`src/rtl/asbu_pkg.sv`:
```
// Package for the address sequence bank unlock block.
// Holds the recognizer state type, offset match constants and the item class struct.
package asbu_pkg;

    typedef enum logic [2:0] {
        ST_IDLE       = 3'd0,
        ST_ARMED      = 3'd1,
        ST_ALT_A      = 3'd2,
        ST_ALT_B      = 3'd3,
        ST_ALT_C      = 3'd4,
        ST_BIT_PREFIX = 3'd5,
        ST_BIT_EDIT   = 3'd6
    } rec_state_t;

    typedef logic [1:0]  bank_t;
    typedef logic [12:0] offset_t;

    localparam bank_t BANK_RESET = 2'd3;

    localparam offset_t OFF_ARM       = 13'h0000;
    localparam offset_t OFF_DIRECT_0  = 13'h0080;
    localparam offset_t OFF_DIRECT_1  = 13'h0090;
    localparam offset_t OFF_DIRECT_2  = 13'h00a0;
    localparam offset_t OFF_DIRECT_3  = 13'h00b0;
    localparam offset_t MASK_ALT_ST   = 13'h1f00;
    localparam offset_t VAL_ALT_ST    = 13'h1e00;
    localparam offset_t MASK_BIT_ST   = 13'h1ff0;
    localparam offset_t VAL_BIT_ST    = 13'h1540;
    localparam offset_t VAL_ALT_A     = 13'h1fff;
    localparam offset_t MASK_ALT_B    = 13'h1ffc;
    localparam offset_t VAL_ALT_B     = 13'h1b5c;
    localparam offset_t MASK_SEL      = 13'h1fcf;
    localparam offset_t VAL_SEL       = 13'h0080;
    localparam offset_t MASK_EDIT     = 13'h1ff0;
    localparam offset_t VAL_EDIT      = 13'h1540;
    localparam offset_t MASK_TERM     = 13'h1ff8;
    localparam offset_t VAL_TERM      = 13'h1550;

    localparam logic [1:0] EDIT_CLR0 = 2'd0;
    localparam logic [1:0] EDIT_SET0 = 2'd1;
    localparam logic [1:0] EDIT_CLR1 = 2'd2;
    localparam logic [1:0] EDIT_SET1 = 2'd3;

    localparam int unsigned RESULT_DEPTH = 2;

    typedef struct packed {
        logic       arm;
        logic       direct;
        logic       alt_start;
        logic       bit_start;
        logic       alt_first;
        logic       alt_second;
        logic       sel_key;
        logic       edit;
        logic       term;
        logic [1:0] field;
        logic [1:0] edit_op;
    } item_class_t;

    localparam int unsigned CLASS_W = $bits(item_class_t);

endpackage

```
`src/rtl/asbu_front.sv`:
```
// Front end of the bank unlock block: classifies each access offset.
// Depends on asbu_pkg for the match constants and the class struct.
module asbu_front
    import asbu_pkg::*;
(
    input  offset_t     window_offset,
    output item_class_t cls
);

    always_comb
    begin
        cls.arm        = (window_offset == OFF_ARM);
        cls.direct     = (window_offset == OFF_DIRECT_0) || (window_offset == OFF_DIRECT_1) ||
                         (window_offset == OFF_DIRECT_2) || (window_offset == OFF_DIRECT_3);
        cls.alt_start  = ((window_offset & MASK_ALT_ST) == VAL_ALT_ST);
        cls.bit_start  = ((window_offset & MASK_BIT_ST) == VAL_BIT_ST);
        cls.alt_first  = (window_offset == VAL_ALT_A);
        cls.alt_second = ((window_offset & MASK_ALT_B) == VAL_ALT_B);
        cls.sel_key    = ((window_offset & MASK_SEL) == VAL_SEL);
        // low two bits select the edit, bits 3:2 are ignored
        cls.edit       = ((window_offset & MASK_EDIT) == VAL_EDIT);
        cls.term       = ((window_offset & MASK_TERM) == VAL_TERM);
        cls.field      = window_offset[5:4];
        cls.edit_op    = window_offset[1:0];
    end

endmodule

```
`src/rtl/asbu_fifo.sv`:
```
// Small synchronous queue used between the front and back end and at the result side.
// Standalone; width and depth come from parameters.
module asbu_fifo #(
    parameter int unsigned WIDTH = 8,
    parameter int unsigned DEPTH = 2
) (
    input  logic             clk,
    input  logic             rst_n,
    input  logic             push,
    input  logic [WIDTH-1:0] wr_data,
    output logic             full,
    input  logic             pop,
    output logic [WIDTH-1:0] rd_data,
    output logic             empty
);

    localparam int unsigned PTR_W = (DEPTH > 1) ? $clog2(DEPTH) : 1;
    localparam int unsigned CNT_W = $clog2(DEPTH + 1);
    localparam logic [PTR_W-1:0] PTR_LAST = PTR_W'(DEPTH - 1);
    localparam logic [CNT_W-1:0] CNT_FULL = CNT_W'(DEPTH);

    logic [WIDTH-1:0] mem_reg [DEPTH];
    logic [PTR_W-1:0] wr_ptr_reg, wr_ptr_next;
    logic [PTR_W-1:0] rd_ptr_reg, rd_ptr_next;
    logic [CNT_W-1:0] count_reg, count_next;
    logic             do_push, do_pop;

    assign full    = (count_reg == CNT_FULL);
    assign empty   = (count_reg == '0);
    assign do_push = push && !full;
    assign do_pop  = pop && !empty;
    assign rd_data = mem_reg[rd_ptr_reg];

    always_comb
    begin
        wr_ptr_next = wr_ptr_reg;
        rd_ptr_next = rd_ptr_reg;
        count_next  = count_reg;
        if (do_push)
        begin
            wr_ptr_next = (wr_ptr_reg == PTR_LAST) ? '0 : wr_ptr_reg + 1'b1;
        end
        if (do_pop)
        begin
            rd_ptr_next = (rd_ptr_reg == PTR_LAST) ? '0 : rd_ptr_reg + 1'b1;
        end
        if (do_push && !do_pop)
        begin
            count_next = count_reg + 1'b1;
        end
        else if (do_pop && !do_push)
        begin
            count_next = count_reg - 1'b1;
        end
    end

    always_ff @(posedge clk or negedge rst_n)
    begin
        if (!rst_n)
        begin
            wr_ptr_reg <= '0;
            rd_ptr_reg <= '0;
            count_reg  <= '0;
        end
        else
        begin
            wr_ptr_reg <= wr_ptr_next;
            rd_ptr_reg <= rd_ptr_next;
            count_reg  <= count_next;
        end
    end

    always_ff @(posedge clk)
    begin
        if (do_push)
        begin
            mem_reg[wr_ptr_reg] <= wr_data;
        end
    end

endmodule

```
`src/rtl/asbu_back.sv`:
```
// Back end of the bank unlock block: recognizer state machine and current bank.
// Depends on asbu_pkg for the state type, edit codes and the class struct.
module asbu_back
    import asbu_pkg::*;
(
    input  logic        clk,
    input  logic        rst_n,
    input  logic        cls_valid,
    input  item_class_t cls,
    output logic        cls_pop,
    input  logic        res_full,
    output logic        res_push,
    output bank_t       res_bank
);

    rec_state_t state_reg, state_next;
    bank_t      bank_reg, bank_next;

    assign cls_pop  = cls_valid && !res_full;
    assign res_push = cls_pop;
    assign res_bank = bank_next;

    always_comb
    begin
        state_next = state_reg;
        bank_next  = bank_reg;
        unique case (state_reg)
            ST_IDLE:
            begin
                if (cls.arm)
                begin
                    state_next = ST_ARMED;
                end
            end
            ST_ARMED:
            begin
                priority if (cls.direct)
                begin
                    bank_next  = cls.field;
                    state_next = ST_IDLE;
                end
                else if (cls.alt_start)
                begin
                    state_next = ST_ALT_A;
                end
                else if (cls.bit_start)
                begin
                    state_next = ST_BIT_PREFIX;
                end
                else
                begin
                    state_next = ST_ARMED;
                end
            end
            ST_ALT_A:
            begin
                state_next = cls.alt_first ? ST_ALT_B : ST_ARMED;
            end
            ST_ALT_B:
            begin
                state_next = cls.alt_second ? ST_ALT_C : ST_ARMED;
            end
            ST_ALT_C:
            begin
                if (cls.sel_key)
                begin
                    bank_next  = cls.field;
                    state_next = ST_IDLE;
                end
                else
                begin
                    state_next = ST_ARMED;
                end
            end
            ST_BIT_PREFIX:
            begin
                state_next = cls.sel_key ? ST_BIT_EDIT : ST_ARMED;
            end
            ST_BIT_EDIT:
            begin
                priority if (cls.edit)
                begin
                    unique case (cls.edit_op)
                        EDIT_CLR0: bank_next = {bank_reg[1], 1'b0};
                        EDIT_SET0: bank_next = {bank_reg[1], 1'b1};
                        EDIT_CLR1: bank_next = {1'b0, bank_reg[0]};
                        EDIT_SET1: bank_next = {1'b1, bank_reg[0]};
                        default:   bank_next = bank_reg;
                    endcase
                end
                else if (cls.term)
                begin
                    state_next = ST_IDLE;
                end
                else
                begin
                    state_next = ST_ARMED;
                end
            end
            default:
            begin
                state_next = ST_IDLE;
            end
        endcase
    end

    always_ff @(posedge clk or negedge rst_n)
    begin
        if (!rst_n)
        begin
            state_reg <= ST_IDLE;
            bank_reg  <= BANK_RESET;
        end
        else if (cls_pop)
        begin
            state_reg <= state_next;
            bank_reg  <= bank_next;
        end
    end

endmodule

```
`src/rtl/address_sequence_bank_unlock.sv`:
```
// Path: the class queue holds each item; the back end judges it into the result queue.
// Throughput: one item per cycle while results are popped; the class queue absorbs stalls.
// The recognizer register in the back end sets the rate: it judges one item each cycle while the result queue has room.
// Reset: asynchronous, active low; recognizer idle, bank 3, both queues empty.
// Top level of the address sequence bank unlock block; uses asbu_pkg, asbu_front,
// asbu_fifo and asbu_back.
module address_sequence_bank_unlock
    import asbu_pkg::*;
#(
    parameter int unsigned QUEUE_DEPTH = 4
) (
    input  logic        clk,
    input  logic        rst_n,
    input  logic        push,
    output logic        full,
    input  logic [12:0] window_offset,
    input  logic        pop,
    output logic        empty,
    output logic [1:0]  bank_select
);

    item_class_t        front_cls;
    item_class_t        back_cls;
    logic [CLASS_W-1:0] back_cls_bits;
    logic               cls_empty;
    logic               cls_pop;
    logic               res_full;
    logic               res_push;
    bank_t              res_bank;

    asbu_front u_front (
        .window_offset (window_offset),
        .cls           (front_cls)
    );

    asbu_fifo #(
        .WIDTH (CLASS_W),
        .DEPTH (QUEUE_DEPTH)
    ) u_cls_queue (
        .clk     (clk),
        .rst_n   (rst_n),
        .push    (push),
        .wr_data (front_cls),
        .full    (full),
        .pop     (cls_pop),
        .rd_data (back_cls_bits),
        .empty   (cls_empty)
    );

    assign back_cls = item_class_t'(back_cls_bits);

    asbu_back u_back (
        .clk       (clk),
        .rst_n     (rst_n),
        .cls_valid (!cls_empty),
        .cls       (back_cls),
        .cls_pop   (cls_pop),
        .res_full  (res_full),
        .res_push  (res_push),
        .res_bank  (res_bank)
    );

    asbu_fifo #(
        .WIDTH ($bits(bank_t)),
        .DEPTH (RESULT_DEPTH)
    ) u_res_queue (
        .clk     (clk),
        .rst_n   (rst_n),
        .push    (res_push),
        .wr_data (res_bank),
        .full    (res_full),
        .pop     (pop),
        .rd_data (bank_select),
        .empty   (empty)
    );

endmodule

```
`config.mk`:
```
export PLATFORM = sky130hd
export DESIGN_NAME = address_sequence_bank_unlock
export DESIGN_NICKNAME = d
export VERILOG_FILES = /design/src/rtl/asbu_pkg.sv /design/src/rtl/asbu_front.sv /design/src/rtl/asbu_fifo.sv /design/src/rtl/asbu_back.sv /design/src/rtl/address_sequence_bank_unlock.sv
export SDC_FILE = /design/constraint.sdc
export NUM_CORES = 1
export LEC_CHECK = 0
export ABC_AREA = 1
export BUFFER_PORTS_ARGS = -buffer_cell sky130_fd_sc_hd__buf_2
export CORE_MARGIN = 10
export CORE_UTILIZATION = 60
export DETAILED_ROUTE_END_ITERATION = 12
export PLACE_DENSITY_LB_ADDON = 0.25
export SLEW_MARGIN = 40
export SYNTH_ARGS = -nofsm -noshare
export SYNTH_HDL_FRONTEND = slang
export SYNTH_SLANG_ARGS = --single-unit
```
`constraint.sdc`:
```
create_clock -name clk -period 3.1 [get_ports clk]
set_clock_uncertainty 0.15 [all_clocks]
set_input_delay 0.62 -clock clk [delete_from_list [all_inputs] [get_ports clk]]
set_output_delay 0.62 -clock clk [all_outputs]
set_load 0.02 [all_outputs]
```
==> run_results.csv <==
group,metric,value,unit
setup_path,crit_chain,"nor3_1 -> a21oi_4 -> inv_1 -> ha_1 -> inv_1 -> fa_1 -> nor2_1 -> nor2_1 -> nand2_1 -> xor2_1",
setup_path,cp.arrival,2400,ps
die,design.core.area,5470,um^2
cts,cts_max_path_buffers,2,
logic_synthesis,synth_edf_count,52,
finish,layout_common_cells,"nand2_1 (108), edfxtp_1 (52), inv_1 (42)",
power,pwr-share-comb,0.429,
detailed_routing,via_count,2441,
cts,cts_sinks,68,
placement,pre_cts_slack,818,ps
logic_synthesis,ys_ff_latch,68,
logic_synthesis,async_flop_share,0.235,
timing,fin_crit,2290,ps
setup_path,crit_path_top_delay_cell,"dfrtp_1",
cts,post-cts-setup-buffer-count,0,
power,p_clk_frac,0.165,
logic_synthesis,synth_warnings,0,
detailed_routing,vias_per_cell,5.35,
run_status,status,"finished clean",
worst_hold_path,hp-class,"input pin to async pin",
cts,ctsRootBufferMaster,"clkbuf_8",
detailed_routing,drt-total-wl,6570,um
setup_path,reg2reg_from,"u_cls_queue.count_reg[0]$_DFFE_PN0P_",
cts,h-tree-depth,3,
timing,max_slew_margin,0.577,
timing,setup_viol,0,
finish,nets,404,
power,p_switching,1460,uW
die,die-area,8990,um^2
timing,hold_slack,42.9,ps
detailed_routing,drtAntennaViolNets,0,
finish,largest_reg_flops,48,
timing,drv_slew,0,
placement,placed_cells,440,
placement,gp_congestion,0.887,
detailed_routing,drt-initial-drc-count,196,
setup_path,start_kind,"flop",
detailed_routing,drc,0,
cts,cts_hold_buf,0,
power,total_power,3540,uW
finish,drive_gt1_frac,0.135,
logic_synthesis,yosysTopAreaCell,"edfxtp_1",
timing,worstMarginPinSlew,628,ps
setup_path,critical_path_buf_inv_count,2,
power,power.leakage,0.00161,uW
power,power_frac_seq,0.407,
setup_path,r2r-end,"u_cls_queue.count_reg[2]$_DFFE_PN0P_",
cts,numCtsBuffers,9,
setup_path,slowest_delay,440,ps
global_routing,track_usage,0.159,
setup_path,crit_required,3210,ps
global_routing,antenna_found_initial,0,
cts,post_cts_resize_count,0,
logic_synthesis,synth.avg_cell_area,9.59,um^2
timing,setup_tns,0,ps
power,ir_worst_vdd,0.519,mV
timing,hold_violations,0,
finish,n_antenna_cell,0,
die,die_width,94.8,um
global_routing,grt_pass1_vias,2331,
detailed_routing,post_drt_wl_per_cell,14.4,um
die,start_util,0.614,
die,die_height,94.8,um
logic_synthesis,ys_types,32,
flow_run,max_cap_viol_count,0,
setup_path,crit_type,"flop to flop",
placement,port_buffers,20,
logic_synthesis,synthFlopType,"edfxtp_1",
finish,area.sequential,1960,um^2
power,p_int,2070,uW
logic_synthesis,synthDominantCellAreaShare,0.465,
finish,stdcell_count,456,
global_routing,grt_pass1_wl,11000,um
timing,rsz0062_at_grt,"no",
setup_path,path_max_fanout,10,
timing,setup_ws,807,ps
global_routing,grt.overflow.total,0,
cts,clk_pin_slew,70,ps
cts,cts_tree,"done",
timing,timing.fmax,0.436,GHz
finish,multiInputGateArea,1150,um^2
finish,areaGrowthSynthToFinish,9.50,%
placement,hpwl,4450,um
die,pin_count,21,
logic_synthesis,netlist_area,3360,um^2
power,p_per_area,961,nW/um^2
logic_synthesis,netlist_instances,350,
global_routing,grt_max_degree,25,
detailed_routing,first_pass_iters,4,
finish,fill_cells,448,
logic_synthesis,synth_fp_nets,375,
cts,clock_latency,340,ps
setup_path,cp-end-kind,"flop",
die,rows,27,
finish,final_common_cell,"nand2_1",
setup_path,rrSetupSlack,810,ps
power,sw_frac_of_total,0.413,
setup_path,rr_worst_depth,10,
logic_synthesis,synth_seq_area_share,0.585,
timing,fin_crit_sh,0.740,
logic_synthesis,synth.area.top_cells,"edfxtp_1 (46%), nand2_1 (12%), dfrtp_1 (10%)",
setup_path,crit_family,"simple AND/OR/NAND/NOR gates",
-- cell type report --
cell class / count / area share
Sequential cell: 68 / 0.534
Multi-Input combinational cell: 228 / 0.312
Inverter: 46 / 0.0483
Timing Repair Buffer: 26 / 0.0395
Clock buffer: 12 / 0.0367
Tap cell: 72 / 0.0245
Clock inverter: 4 / 0.00476
-- worst max-delay path by stage --
stage | start | end | cells after the start
2_1_floorplan | u_cls_queue.count_reg[0]$_DFFE_PN0P_ | u_cls_queue.count_reg[1]$_DFFE_PN0P_ | 6
3_3_place_gp | push | u_cls_queue.count_reg[2]$_DFFE_PN0P_ | 10
3_5_place_dp | u_cls_queue.count_reg[0]$_DFFE_PN0P_ | u_cls_queue.count_reg[1]$_DFFE_PN0P_ | 7
4_1_cts | u_cls_queue.count_reg[0]$_DFFE_PN0P_ | u_cls_queue.count_reg[2]$_DFFE_PN0P_ | 10
5_1_grt | u_cls_queue.count_reg[0]$_DFFE_PN0P_ | u_cls_queue.count_reg[2]$_DFFE_PN0P_ | 10
6_report | u_cls_queue.count_reg[0]$_DFFE_PN0P_ | u_cls_queue.count_reg[2]$_DFFE_PN0P_ | 10
-- routing by layer --
| layer | vias to the layer above | share of wire | GRT usage |
|---|---|---|---|
| li1 | 1221 | - | - |
| met4 | 0 | 0.023 | 0.0711 |
| met1 | 1133 | 0.45 | 0.199 |
| met3 | 14 | 0.058 | 0.0460 |
| met2 | 73 | 0.47 | 0.250 |
| met5 | - | 0 | 0 |
-- kinds of logic (layout without fill, tap and decap cells) --
family	after synthesis	in the layout	synth area share
DFF	68	68	0.585
and+or+nand+nor	193	193	0.257
muxes	1	1	0.00335
xor gates and xnor gates	5	5	0.0130
adders and majority gates	8	8	0.0320
AOI/OAI and AO/OA	21	21	0.0361
buffers and inverters	54	88	0.0734
-- metrics by stage --
stage | area, um^2 | utilization
global route | 3680 | 0.672
CTS | 3680 | 0.672
finish | 3680 | 0.672
detailed placement | 3520 | 0.644
floorplan | 3360 | -
global placement | 3520 | 0.644
-- cell usage after synthesis, types with 2 or more instances --
cell      instances
buf_4             4
buf_6             3
dfrtp_1          14
dfstp_2           2
edfxtp_1         52
ha_1              7
inv_1            42
inv_2             2
inv_4             2
nand2_1         108
nand2_2           2
nand3_1          31
nand4_1           6
nand4_2           2
nor2_1           22
nor3_1           12
nor3_4            2
nor4_1            5
o21ai_0          13
o21ai_1           3
o22ai_1           2
xnor2_1           3
xor2_1            2
-- power groups by stage --
stage | Combinational, uW | Sequential [uW] | Clock [uW]
6_report | 1510 | 1440 | 583
5_1_grt | 1740 | 1460 | 635
4_1_cts | 1520 | 1440 | 591
3_5_place_dp | 1510 | 1450 | 0
3_3_place_gp | 1460 | 1440 | 0
2_1_floorplan | 1200 | 1410 | 0
Note: power is estimated with default switching activity, not from simulation.
